[src/sv/lph_pkg.sv]
// shared types and constants for the linear probing hash insert block
// no dependencies
`default_nettype none

package lph_pkg;

    localparam int KEY_W     = 31;
    localparam int VALUE_W   = 64;
    localparam int SIZE_W    = 5;
    localparam int SLOT_W    = 4;
    // largest table the five-bit size register can select
    localparam int MAX_SLOTS = 31;

    localparam logic [SIZE_W-1:0] SIZE_RESET = 5'd16;

    // remainder unit: padded dividend, digits retired per cycle, step count
    localparam int MOD_W      = 32;
    localparam int MOD_DIGITS = 4;
    localparam int MOD_STEPS  = MOD_W / MOD_DIGITS;
    localparam int MOD_CNT_W  = $clog2(MOD_STEPS);

    typedef enum logic [1:0] {
        ST_INSERTED = 2'd0,
        ST_UPDATED  = 2'd1,
        ST_FULL     = 2'd2
    } status_t;

    typedef enum logic [1:0] {
        S_IDLE,
        S_MOD,
        S_READ,
        S_CHECK
    } state_t;

    typedef struct packed {
        logic    load;
        logic    probe_init;
        logic    rd;
        logic    commit;
        logic    advance;
        logic    report;
        status_t code;
    } cmd_t;

    typedef struct packed {
        logic mod_done;
        logic empty;
        logic match;
        logic last;
    } sts_t;

endpackage

`default_nettype wire

[src/sv/lph_ram.sv]
// generic single-port-write, single-port-read ram with registered read data
// no dependencies
`default_nettype none

module lph_ram #(
    parameter int WIDTH = 8,
    parameter int DEPTH = 16
) (
    input  wire logic                     clk,
    input  wire logic                     we,
    input  wire logic [$clog2(DEPTH)-1:0] waddr,
    input  wire logic [WIDTH-1:0]         wdata,
    input  wire logic                     re,
    input  wire logic [$clog2(DEPTH)-1:0] raddr,
    output logic      [WIDTH-1:0]         rdata
);

    logic [WIDTH-1:0] mem [DEPTH];
    logic [WIDTH-1:0] rdata_reg;

    always_ff @(posedge clk)
    begin
        if (we)
        begin
            mem[waddr] <= wdata;
        end
        if (re)
        begin
            rdata_reg <= mem[raddr];
        end
    end

    assign rdata = rdata_reg;

endmodule

`default_nettype wire

[src/sv/lph_mod.sv]
// multi-cycle remainder unit: key modulo table size, four bits per cycle
// depends on lph_pkg
`default_nettype none

module lph_mod (
    input  wire logic                        clk,
    input  wire logic                        rst_n,
    input  wire logic                        start,
    input  wire logic [lph_pkg::KEY_W-1:0]   dividend,
    input  wire logic [lph_pkg::SIZE_W-1:0]  divisor,
    output logic                             done,
    output logic      [lph_pkg::SIZE_W-1:0]  rem
);

    localparam logic [lph_pkg::MOD_CNT_W-1:0] CNT_LAST =
        lph_pkg::MOD_CNT_W'(lph_pkg::MOD_STEPS - 1);

    logic [lph_pkg::MOD_W-1:0]     shift_reg;
    logic [lph_pkg::SIZE_W-1:0]    div_reg;
    logic [lph_pkg::SIZE_W-1:0]    rem_reg;
    logic [lph_pkg::SIZE_W-1:0]    rem_next;
    logic [lph_pkg::MOD_CNT_W-1:0] cnt_reg;
    logic                          active_reg;
    logic                          done_reg;

    // restoring remainder steps; partial remainder stays below the divisor
    always_comb
    begin
        logic [lph_pkg::SIZE_W:0]   t;
        logic [lph_pkg::SIZE_W-1:0] r;
        r = rem_reg;
        for (int i = 0; i < lph_pkg::MOD_DIGITS; i++)
        begin
            t = {r, shift_reg[lph_pkg::MOD_W-1-i]};
            if (t >= {1'b0, div_reg})
            begin
                t = t - {1'b0, div_reg};
            end
            r = t[lph_pkg::SIZE_W-1:0];
        end
        rem_next = r;
    end

    always_ff @(posedge clk or negedge rst_n)
    begin
        if (!rst_n)
        begin
            active_reg <= 1'b0;
            done_reg   <= 1'b0;
            cnt_reg    <= '0;
        end
        else
        begin
            done_reg <= 1'b0;
            if (start)
            begin
                active_reg <= 1'b1;
                cnt_reg    <= '0;
            end
            else if (active_reg)
            begin
                cnt_reg <= cnt_reg + 1'b1;
                if (cnt_reg == CNT_LAST)
                begin
                    active_reg <= 1'b0;
                    done_reg   <= 1'b1;
                end
            end
        end
    end

    always_ff @(posedge clk)
    begin
        if (start)
        begin
            shift_reg <= lph_pkg::MOD_W'(dividend);
            div_reg   <= divisor;
            rem_reg   <= '0;
        end
        else if (active_reg)
        begin
            shift_reg <= shift_reg << lph_pkg::MOD_DIGITS;
            rem_reg   <= rem_next;
        end
    end

    assign done = done_reg;
    assign rem  = rem_reg;

endmodule

`default_nettype wire

[src/sv/lph_dp.sv]
// datapath: size register, remainder unit, probe pointer, used bits, slot ram
// depends on lph_pkg, lph_mod, lph_ram
`default_nettype none

module lph_dp #(
    parameter int SLOTS      = 16,
    parameter int VALUE_BITS = 64
) (
    input  wire logic                         clk,
    input  wire logic                         rst_n,
    input  wire lph_pkg::cmd_t                cmd,
    output lph_pkg::sts_t                     sts,
    input  wire logic                         cfg_we,
    input  wire logic [lph_pkg::SIZE_W-1:0]   cfg_data,
    input  wire logic [lph_pkg::KEY_W-1:0]    key,
    input  wire logic [lph_pkg::VALUE_W-1:0]  value,
    output logic                              done,
    output logic      [1:0]                   status,
    output logic      [lph_pkg::SLOT_W-1:0]   slot
);

    localparam int AW = $clog2(SLOTS);
    localparam int EW = lph_pkg::KEY_W + VALUE_BITS;
    localparam logic [lph_pkg::SIZE_W-1:0] SIZE_MAX = lph_pkg::SIZE_W'(SLOTS);

    logic [lph_pkg::SIZE_W-1:0] size_reg;
    logic [lph_pkg::SIZE_W-1:0] eff_size;
    logic [lph_pkg::SIZE_W-1:0] esize_reg;
    logic [lph_pkg::KEY_W-1:0]  key_reg;
    logic [VALUE_BITS-1:0]      val_reg;
    logic [AW-1:0]              pos_reg;
    logic [lph_pkg::SIZE_W-1:0] pos_inc;
    logic [lph_pkg::SIZE_W-1:0] cnt_reg;
    logic [SLOTS-1:0]           used_reg;
    logic                       used_q_reg;
    logic                       done_reg;
    lph_pkg::status_t           status_reg;
    logic [lph_pkg::SLOT_W-1:0] slot_reg;
    logic                       mod_done;
    logic [lph_pkg::SIZE_W-1:0] mod_rem;
    logic [EW-1:0]              rd_entry;
    logic [lph_pkg::KEY_W-1:0]  rd_key;

    // zero acts as one, anything above the slot count is clamped
    always_comb
    begin
        if (size_reg == '0)
        begin
            eff_size = lph_pkg::SIZE_W'(1);
        end
        else if (size_reg > SIZE_MAX)
        begin
            eff_size = SIZE_MAX;
        end
        else
        begin
            eff_size = size_reg;
        end
    end

    lph_mod u_mod (
        .clk      (clk),
        .rst_n    (rst_n),
        .start    (cmd.load),
        .dividend (key),
        .divisor  (eff_size),
        .done     (mod_done),
        .rem      (mod_rem)
    );

    lph_ram #(
        .WIDTH (EW),
        .DEPTH (SLOTS)
    ) u_ram (
        .clk   (clk),
        .we    (cmd.commit),
        .waddr (pos_reg),
        .wdata ({key_reg, val_reg}),
        .re    (cmd.rd),
        .raddr (pos_reg),
        .rdata (rd_entry)
    );

    assign rd_key  = rd_entry[EW-1:VALUE_BITS];
    assign pos_inc = lph_pkg::SIZE_W'(pos_reg) + 1'b1;

    assign sts.mod_done = mod_done;
    assign sts.empty    = !used_q_reg;
    assign sts.match    = (rd_key == key_reg);
    assign sts.last     = ((cnt_reg + 1'b1) == esize_reg);

    always_ff @(posedge clk or negedge rst_n)
    begin
        if (!rst_n)
        begin
            size_reg <= lph_pkg::SIZE_RESET;
            used_reg <= '0;
            done_reg <= 1'b0;
        end
        else
        begin
            if (cfg_we)
            begin
                size_reg <= cfg_data;
            end
            if (cmd.commit)
            begin
                used_reg[pos_reg] <= 1'b1;
            end
            done_reg <= cmd.report;
        end
    end

    always_ff @(posedge clk)
    begin
        if (cmd.load)
        begin
            key_reg   <= key;
            val_reg   <= value[VALUE_BITS-1:0];
            esize_reg <= eff_size;
        end
        if (cmd.probe_init)
        begin
            pos_reg <= AW'(mod_rem);
            cnt_reg <= '0;
        end
        else if (cmd.advance)
        begin
            // wrap back to slot zero at the end of the active range
            pos_reg <= (pos_inc == esize_reg) ? '0 : AW'(pos_inc);
            cnt_reg <= cnt_reg + 1'b1;
        end
        if (cmd.rd)
        begin
            used_q_reg <= used_reg[pos_reg];
        end
        if (cmd.report)
        begin
            status_reg <= cmd.code;
            slot_reg   <= (cmd.code == lph_pkg::ST_FULL) ? '0 : lph_pkg::SLOT_W'(pos_reg);
        end
    end

    assign done   = done_reg;
    assign status = status_reg;
    assign slot   = slot_reg;

endmodule

`default_nettype wire

[src/sv/lph_ctrl.sv]
// controller state machine: sequences remainder, probe reads and commit
// depends on lph_pkg
`default_nettype none

module lph_ctrl (
    input  wire logic           clk,
    input  wire logic           rst_n,
    input  wire logic           start,
    output logic                busy,
    input  wire lph_pkg::sts_t  sts,
    output lph_pkg::cmd_t       cmd
);

    lph_pkg::state_t state_reg;
    lph_pkg::state_t state_next;

    always_ff @(posedge clk or negedge rst_n)
    begin
        if (!rst_n)
        begin
            state_reg <= lph_pkg::S_IDLE;
        end
        else
        begin
            state_reg <= state_next;
        end
    end

    always_comb
    begin
        state_next = state_reg;
        unique case (state_reg)
            lph_pkg::S_IDLE:
            begin
                if (start)
                begin
                    state_next = lph_pkg::S_MOD;
                end
            end
            lph_pkg::S_MOD:
            begin
                if (sts.mod_done)
                begin
                    state_next = lph_pkg::S_READ;
                end
            end
            lph_pkg::S_READ:
            begin
                state_next = lph_pkg::S_CHECK;
            end
            lph_pkg::S_CHECK:
            begin
                if (sts.empty || sts.match || sts.last)
                begin
                    state_next = lph_pkg::S_IDLE;
                end
                else
                begin
                    state_next = lph_pkg::S_READ;
                end
            end
            default:
            begin
                state_next = lph_pkg::S_IDLE;
            end
        endcase
    end

    always_comb
    begin
        cmd = '0;
        cmd.code = lph_pkg::ST_INSERTED;
        unique case (state_reg)
            lph_pkg::S_IDLE:
            begin
                cmd.load = start;
            end
            lph_pkg::S_MOD:
            begin
                cmd.probe_init = sts.mod_done;
            end
            lph_pkg::S_READ:
            begin
                cmd.rd = 1'b1;
            end
            lph_pkg::S_CHECK:
            begin
                // an empty slot wins over the stale key it may still hold
                if (sts.empty)
                begin
                    cmd.commit = 1'b1;
                    cmd.report = 1'b1;
                    cmd.code   = lph_pkg::ST_INSERTED;
                end
                else if (sts.match)
                begin
                    cmd.commit = 1'b1;
                    cmd.report = 1'b1;
                    cmd.code   = lph_pkg::ST_UPDATED;
                end
                else if (sts.last)
                begin
                    cmd.report = 1'b1;
                    cmd.code   = lph_pkg::ST_FULL;
                end
                else
                begin
                    cmd.advance = 1'b1;
                end
            end
            default:
            begin
                cmd = '0;
            end
        endcase
    end

    assign busy = (state_reg != lph_pkg::S_IDLE);

endmodule

`default_nettype wire

[src/sv/linear_probe_hash_insert.sv]
// top level of the linear probing hash insert block
// depends on lph_pkg, lph_ctrl, lph_dp (and through it lph_mod, lph_ram)
//
// channel   ports                      handshake
// config    cfg_we, cfg_data           written at clock edge with cfg_we high
// request   key, value                 taken at clock edge with start high, busy low
// result    status, slot               valid for the one cycle that done is high
//
// an item runs the remainder unit first and then probes the table, from 1 to the
// active table size probes; each probe is the registered read of the slot ram and
// the compare that follows
// reset clears the used bits and returns table_size to 16; no clearing pass
// the result cannot be stalled; a new item may start in the cycle done shows
`default_nettype none

module linear_probe_hash_insert #(
    parameter int TABLE_DEPTH = 16,
    parameter int VALUE_BITS  = 64
) (
    input  wire logic                         clk,
    input  wire logic                         rst_n,
    input  wire logic                         cfg_we,
    input  wire logic [lph_pkg::SIZE_W-1:0]   cfg_data,
    input  wire logic                         start,
    output logic                              busy,
    input  wire logic [lph_pkg::KEY_W-1:0]    key,
    input  wire logic [lph_pkg::VALUE_W-1:0]  value,
    output logic                              done,
    output logic      [1:0]                   status,
    output logic      [lph_pkg::SLOT_W-1:0]   slot
);

    // the size register cannot select more than MAX_SLOTS slots
    localparam int SLOTS = (TABLE_DEPTH < lph_pkg::MAX_SLOTS) ? TABLE_DEPTH
                                                              : lph_pkg::MAX_SLOTS;

    lph_pkg::cmd_t cmd;
    lph_pkg::sts_t sts;

    lph_ctrl u_ctrl (
        .clk   (clk),
        .rst_n (rst_n),
        .start (start),
        .busy  (busy),
        .sts   (sts),
        .cmd   (cmd)
    );

    lph_dp #(
        .SLOTS      (SLOTS),
        .VALUE_BITS (VALUE_BITS)
    ) u_dp (
        .clk      (clk),
        .rst_n    (rst_n),
        .cmd      (cmd),
        .sts      (sts),
        .cfg_we   (cfg_we),
        .cfg_data (cfg_data),
        .key      (key),
        .value    (value),
        .done     (done),
        .status   (status),
        .slot     (slot)
    );

endmodule

`default_nettype wire

[config.mk]
export PLATFORM = sky130hd
export DESIGN_NAME = linear_probe_hash_insert
export DESIGN_NICKNAME = d
export VERILOG_FILES = /design/src/sv/lph_pkg.sv /design/src/sv/lph_ram.sv /design/src/sv/lph_mod.sv /design/src/sv/lph_dp.sv /design/src/sv/lph_ctrl.sv /design/src/sv/linear_probe_hash_insert.sv
export SDC_FILE = /design/constraint.sdc
export NUM_CORES = 1
export LEC_CHECK = 0
export ABC_CLOCK_PERIOD_IN_PS = 10000
export BUFFER_PORTS_ARGS = -buffer_cell sky130_fd_sc_hd__buf_2
export CAP_MARGIN = 20
export CORE_UTILIZATION = 45
export CTS_BUF_LIST = sky130_fd_sc_hd__clkbuf_4 sky130_fd_sc_hd__clkbuf_8 sky130_fd_sc_hd__clkbuf_16
export DETAILED_ROUTE_END_ITERATION = 8
export PLACE_DENSITY_LB_ADDON = 0.15
export SYNTH_ARGS = -nofsm -noshare
export SYNTH_HDL_FRONTEND = slang
export SYNTH_SLANG_ARGS = --single-unit
export TNS_END_PERCENT = 20
[constraint.sdc]
create_clock -name clk -period 10 [get_ports clk]
set_input_delay 2 -clock clk [delete_from_list [all_inputs] [get_ports clk]]
set_output_delay 2 -clock clk [all_outputs]
set_load 0.005 [all_outputs]
==> summary.md, run 1 <==
| Metric | Value |
|---|---|
| Status | `completed` |
| CP Data Required Time | `between 10000 and 15000 ps` |
| Initial Util | `45.5%` |
| Fmax | `roughly 120 MHz` |
| Slew margin rel. | `a little under a quarter` |
| Simple logic cell fraction of the synthesized area | `roughly 3.6%` |
| Synth area leaders | `edfxtp_1, mux4_2, dfrtp_1, nand2_1, ha_1` |
| Min setup slack post-route | `roughly 1600 ps` |
| Most common cell after layout, fill and taps aside | `edfxtp_1` |
| DR pass1 iterations | `5` |
| Final GP Congestion | `about 0.8` |
| Root Buffer | `clkbuf_16` |
| Final hold vios | `0` |
| Via count | `12149` |
| Skew-Pair Late Insertion Delay | `600 ps` |
| Commonest non-fill, non-tap cells in the layout | `edfxtp_1, mux4_2, nand2_1, clkbuf_16, buf_2` |
| Gr ovfl total | `0` |
| Antenna-violating nets left | `0` |
| Worst setup SP type | `flop` |
| Reg clk slew, reported paths | `roughly 60 ps` |
| FFs w/ async S/R, synth | `around 4.5%` |
| Register Area | `19100 um^2` |
| Yosys warnings | `0` |
| H-tree depth | `3` |
| Number of global-route vias before repair | `between 10000 and 15000` |
| Cell taking the most area after synthesis | `edfxtp_1` |
| Leakage | `approximately 10 nW` |
| Pins Over Slew Limit | `0` |
| Hpwl dp | `around 30 mm` |
| Setup TNS Final | `0 ps` |
| Mapped Area | `25600 um^2` |
| Clk_skew | `23.3 ps` |
| Minimum clock period | `between 8000 and 9000 ps` |
| Die H | `between 200 and 250 um` |
| Initial antenna violation count | `0` |
| Post-Syn Instances | `~1300` |
| Max FFs per register | `between 400 and 500` |
| Pin count of the biggest net entering global routing | `between 90 and 100` |
| Core area | `56400 um^2` |
| Adder-cell share of the synthesized area | `under 10%` |
| Top FF cell, synth | `edfxtp_1` |
| Drt drc | `0` |
| Post-synth EDFFs | `a little over 600` |
| Synth Area in Compound Gates | `roughly 2.0%` |
| Maximum vdd drop | `0.000325 V` |
| Number of DRC markers in iteration 0 | `a little over 900` |
| Total of max-cap violations | `0` |
| Crit-path max FO | `8` |
| Period utilization | `84.2%` |
| Multiplexer share of the synthesized area | `between 10% and 20%` |
| Unrepaired setup endpoints after global routing | `false` |
| Critical setup path kind | `flop to flop` |
| Detail-routed via count per cell | `5.61` |
| Largest family of logic cells by synthesized area | `multiplexers` |
| Fill cells | `between 4000 and 5000` |
| Total GRT Usage | `about a fifth` |
| Cell variety after synth | `56` |
| # hold bufs at CTS | `0` |
| First-pass GRT wire length | `between 80 and 90 mm` |
| Setup crit end kind | `flop` |
| Multi-input combinational cell area | `~6300 um^2` |
| Post-CTS setup buffers | `0` |
| Xor/xnor share of the synthesized area | `2.02%` |
| Mapped Nets | `1404` |
| Area of the die | `57900 um^2` |
| Area fraction of the dominant cell type after synthesis | `a little under three quarters` |
| # clock sinks | `~650` |
| Crit path arrival time | `8950 ps` |
| Power Dens Cells | `293 nW/um^2` |
| Setup violators final | `0` |
| Ant diodes | `0` |
| Input/output buffers | `between 40 and 50` |
| Nets | `roughly 1500` |
| Worst hold path type | `flop to flop` |
| Inserted Clock Buffers | `between 60 and 70` |
| Worst-margin pin slew | `1130 ps` |
| Layout cell share with drive strength beyond 1 | `a little over a quarter` |
| Wire per inst | `26.2 um` |
| Average cell area after synthesis | `approximately 20 um^2` |
| TritonCTS clock tree | `built` |
| Num rows | `between 80 and 90` |
| Area delta synth->final | `13.9%` |
| #FFs+latches synth | `645` |
| Sequential share of the synthesized area | `between 70% and 80%` |
| Post-CTS resize count | `0` |
| Placement Setup Slack | `roughly 1600 ps` |
| Die Width | `241 um` |
| Post-Route WL | `approximately 57 mm` |
| Clock Path Buffers | `3` |
| I/O Pins | `roughly 110` |
layer usage:
| metal | global-route usage [%] | part of all wire [%] | vias up |
|---|---|---|---|
| li1 | - | - | 5309 |
| met1 | 28.6 | 45 | 6481 |
| met2 | 32.9 | 49 | 291 |
| met3 | 2.70 | 4.3 | 68 |
| met4 | 5.69 | 1.4 | 0 |
| met5 | 0 | 0 | - |
power by group:
part / switching [W] / internal (W)
combinational: 0.00134 / 0.00123
sequential: 0.000200 / 0.00330
clock: 0.00100 / 0.00148
total: 0.00255 / 0.00602
stage by stage:
stage	util (%)	instance area [um^2]	hold WS, ps	power (W)	std cells
after floorplan	-	25600	431	0.00559	1267
after CTS	51.8	29200	471	0.00865	2167
after global placement	47.8	26900	445	0.00611	2044
after detailed placement	47.8	27000	455	0.00615	2045
final	51.8	29200	467	0.00856	2167
after global routing	51.8	29200	494	0.00898	2167
layout make-up:
class                      count  share of cell area, %
timing repair buffer          74                   1.59
clock inverter                25                  0.742
multi-input combinational    544                   21.7
sequential                   645                   65.5
tap                          756                   3.24
clock buffer                  97                   6.88
inverter                      26                  0.339
kinds of logic after synthesis:
logic type,count (synthesis)
DFF,645
and+or+nand+nor,200
muxes,181
buffers and inverters,78
AOI/OAI and AO/OA,71
xor gates and xnor gates,59
adders and majority gates,33
critical path: stages (launching register included):
cell and delay, ps:
edfxtp_1 590, inv_1 260, fa_1 500, a21oi_1 180
o22ai_2 130, or3_1 470, mux2_2 350, ha_1 340
a41o_1 250, o22a_1 190, a211oi_4 370, mux2_2 430
fa_1 410, nand2b_1 160, a21oi_1 270, o22a_1 250
a211oi_1 60, mux2i_1 520, mux2i_1 260, fa_1 510
a21o_1 180, a21o_1 160, a21o_1 160, a21oi_1 200
o41ai_1 120, a221o_1 420, or4b_1 530, nand2_1 70
synth_stat cells, types with 5 or more instances:
cell type  number
a21o_1          9
a21oi_1        11
and3_1          5
buf_1          16
clkbuf_1       34
dfrtp_1        28
dfxtp_1        11
edfxtp_1      605
ha_1           29
inv_1          25
mux2_2         11
mux2i_1        10
mux4_2        160
nand2_1       101
nand2b_1        7
nand3_1         8
nor2_1         37
nor2b_1         5
nor3_1          8
nor4_1          6
o21ai_0        11
o21bai_1       12
xnor2_1        25
xor2_1         34
worst paths after layout:
check | to | startpoint | slack [ps] | cells after the start
worst max-delay path | u_dp.u_mod.rem[2] | u_dp.u_mod.div_reg[1] | 1580 | 27
worst min-delay path | u_dp.used_reg[3] | u_dp.used_reg[3] | 470 | 2
worst max register to register | u_dp.u_mod.rem[2] | u_dp.u_mod.div_reg[1] | 1580 | 27
worst min register to register | u_dp.used_reg[3] | u_dp.used_reg[3] | 470 | 2
max in group asynchronous | u_dp.used_reg[0] | rst_n | 8100 | 1
min in group asynchronous | u_dp.done | rst_n | 1440 | 1
(Power assumes the default switching activity.)
==> inputs of run 2 (changes only) <==
--- a/config.mk
+++ b/config.mk
@@ -5,7 +5,7 @@
 export SDC_FILE = /design/constraint.sdc
 export NUM_CORES = 1
 export LEC_CHECK = 0
-export ABC_CLOCK_PERIOD_IN_PS = 10000
+export ABC_CLOCK_PERIOD_IN_PS = 8100
 export BUFFER_PORTS_ARGS = -buffer_cell sky130_fd_sc_hd__buf_2
 export CAP_MARGIN = 20
 export CORE_UTILIZATION = 45
==> constraint.sdc (replaced) <==
create_clock -name clk -period 8.1 [get_ports clk]
set_input_delay 1.62 -clock clk [delete_from_list [all_inputs] [get_ports clk]]
set_output_delay 1.62 -clock clk [all_outputs]
set_load 0.005 [all_outputs]
==> run 2 against run 1 <==
  * Count of clock-buffer cells in the layout shrank 17
  * Sequential share of layout area shrank 0.13 points
  * Non-clock buffer count grew 8
  * Highest routed layer unchanged
  * Critical endpoint unchanged
  * Die area is the same
  * Clock skew grew 1.9 ps
==> summary.md, run 2 (synthesis results as in run 1) <==
| Metric | Value |
|---|---|
| Peak per-stage delay on the critical path | `540 ps (was 590 ps)` |
| Leakage | `9.76 nW (about the same)` |
| Die Width | `241 um (unchanged)` |
| Antenna-violating nets left | `0 (unchanged)` |
| Skew-Pair Late Insertion Delay | `590 ps (was 600 ps)` |
| Inserted Clock Buffers | `68 (unchanged)` |
| Post-Route WL | `58.0 mm (was 56.8 mm)` |
| Hold_ws | `464 ps (was 467 ps)` |
| I/O Pins | `112 (unchanged)` |
| Reg clk slew, reported paths | `60 ps (about the same)` |
| Final hold vios | `0 (unchanged)` |
| Core area | `56400 um^2 (unchanged)` |
| Clock Path Buffers | `3 (unchanged)` |
| Via count | `12260 (was 12149)` |
| Clk_skew | `25.1 ps (was 23.3 ps)` |
| Placed cell count | `2051 (was 2045)` |
| Wire per inst | `26.7 um (was 26.2 um)` |
| Setup violators final | `0 (unchanged)` |
| Hold_sp | `u_dp.used_reg[3] (unchanged)` |
| Number of DRC markers in iteration 0 | `1160 (was 935)` |
| TritonCTS clock tree | `built (unchanged)` |
| Input/output buffers | `47 (unchanged)` |
| # clock sinks | `645 (unchanged)` |
| CP Data Required Time | `8640 ps (was 10540 ps)` |
| Initial antenna violation count | `0 (unchanged)` |
| Power Dens Cells | `367 nW/um^2 (was 293 nW/um^2)` |
| Num rows | `87 (unchanged)` |
| Status | `completed (unchanged)` |
| Initial Util | `45.5% (unchanged)` |
| Max FFs per register | `496 (unchanged)` |
| First-pass GRT wire length | `85.1 mm (was 82.1 mm)` |
| Worst-margin pin slew | `1090 ps (was 1130 ps)` |
| # hold bufs at CTS | `0 (unchanged)` |
| H-tree depth | `3 (unchanged)` |
| Hpwl dp | `29.5 mm (was 29.9 mm)` |
| WP buf/inv | `2 (was 1)` |
| Critical setup path kind | `flop to flop (unchanged)` |
| Slew margin rel. | `26.9% (was 23.6%)` |
| Area delta synth->final | `14.1% (was 13.9%)` |
| Final GP Congestion | `0.788 (was 0.784)` |
| Root Buffer | `clkbuf_16 (unchanged)` |
| Pin count of the biggest net entering global routing | `97 (was 92)` |
| Unrepaired setup endpoints after global routing | `false (unchanged)` |
| Worst setup path start | `u_dp.u_mod.div_reg[0] (was u_dp.u_mod.div_reg[1])` |
| Ant diodes | `0 (unchanged)` |
| Setup TNS Final | `0 ps (unchanged)` |
| Gr ovfl total | `0 (unchanged)` |
| Detail-routed via count per cell | `5.64 (was 5.61)` |
| Worst R2R Start | `u_dp.u_mod.div_reg[0] (was u_dp.u_mod.div_reg[1])` |
| Crit path arrival time | `8210 ps (was 8950 ps)` |
| Commonest non-fill, non-tap cells in the layout | `edfxtp_1, mux4_2, nand2_1, clkbuf_16, buf_2 (unchanged)` |
| Fill cells | `4595 (was 4550)` |
| Area of the die | `57900 um^2 (unchanged)` |
| Worst setup SP type | `flop (unchanged)` |
| Minimum clock period | `7670 ps (was 8420 ps)` |
| Total GRT Usage | `20.9% (was 20.2%)` |
| Crit path max-delay family | `compound AO/OA/AOI/OAI gates (unchanged)` |
| Drt drc | `0 (unchanged)` |
| Nets | `1504 (was 1496)` |
| Fin cells | `2172 (was 2167)` |
| Die H | `241 um (unchanged)` |
| Crit-path max FO | `8 (unchanged)` |
| Number of global-route vias before repair | `12714 (was 12414)` |
| Total of max-cap violations | `0 (unchanged)` |
| DR pass1 iterations | `5 (unchanged)` |
| Pins Over Slew Limit | `0 (unchanged)` |
| Worst hold path type | `flop to flop (unchanged)` |
| CP max stage cell | `or4b_1 (was edfxtp_1)` |
| Setup crit end kind | `flop (unchanged)` |
| Layout cell share with drive strength beyond 1 | `27.4% (was 27.1%)` |
| Period utilization | `94.7% (was 84.2%)` |
| Fmax | `130 MHz (was 119 MHz)` |
| Most common cell after layout, fill and taps aside | `edfxtp_1 (unchanged)` |
| Maximum vdd drop | `0.000447 V (was 0.000325 V)` |
[run 2: metrics by stage]
stage          worst slack (ps)  area (um^2)  power (W)  utilization (%)
4_1_cts                     357        29200     0.0108             51.8
3_5_place_dp                400        27000    0.00764             47.9
2_1_floorplan               774        25600    0.00690                -
6_report                    426        29200     0.0107             51.9
5_1_grt                    27.0        29200     0.0113             51.9
3_3_place_gp                337        27000    0.00759             47.9
[run 2: worst min-delay path, cell delays in order (launching register included)]
cell and delay [ps]:
dfrtp_1 340, inv_1 40, o31ai_1 50
[run 2: what timing repair did]
action,in CTS,in global routing
endpoints found under the setup margin,0,4
setup buffers,0,2
gates resized for setup,0,2
[run 2: per-layer routing]
metal	up-vias	track usage [%]	part of all wire, %
met3	73	3.47	4.4
met4	0	4.96	1.7
met1	6598	29.9	45
met5	-	0	0
met2	285	33.5	49
li1	5304	-	-
[run 2: power breakdown]
group	internal (W)	switching (W)
clock	0.00185	0.00126
combinational	0.00159	0.00172
sequential	0.00408	0.000248
[run 2: final cells by class]
type,instances,area [um^2],area share [%]
clock inverter,39,384,1.31
sequential,645,19100,65.4
clock buffer,80,1840,6.31
inverter,26,98.8,0.338
multi-input combinational,544,6350,21.7
tap,756,946,3.23
timing repair buffer,82,508,1.74
[run 2: final timing paths]
| check | to | slack [ps] | cells after the start |
|---|---|---|---|
| setup reg to reg | u_dp.u_mod.rem[2] | 430 | 28 |
| max in group asynchronous | u_ctrl.state_reg[0] | 6570 | 1 |
| hold reg to reg | u_dp.used_reg[3] | 460 | 2 |
| hold / removal | u_dp.used_reg[3] | 460 | 2 |
| setup / recovery | u_dp.u_mod.rem[2] | 430 | 28 |
| min in group asynchronous | u_dp.done | 1070 | 1 |
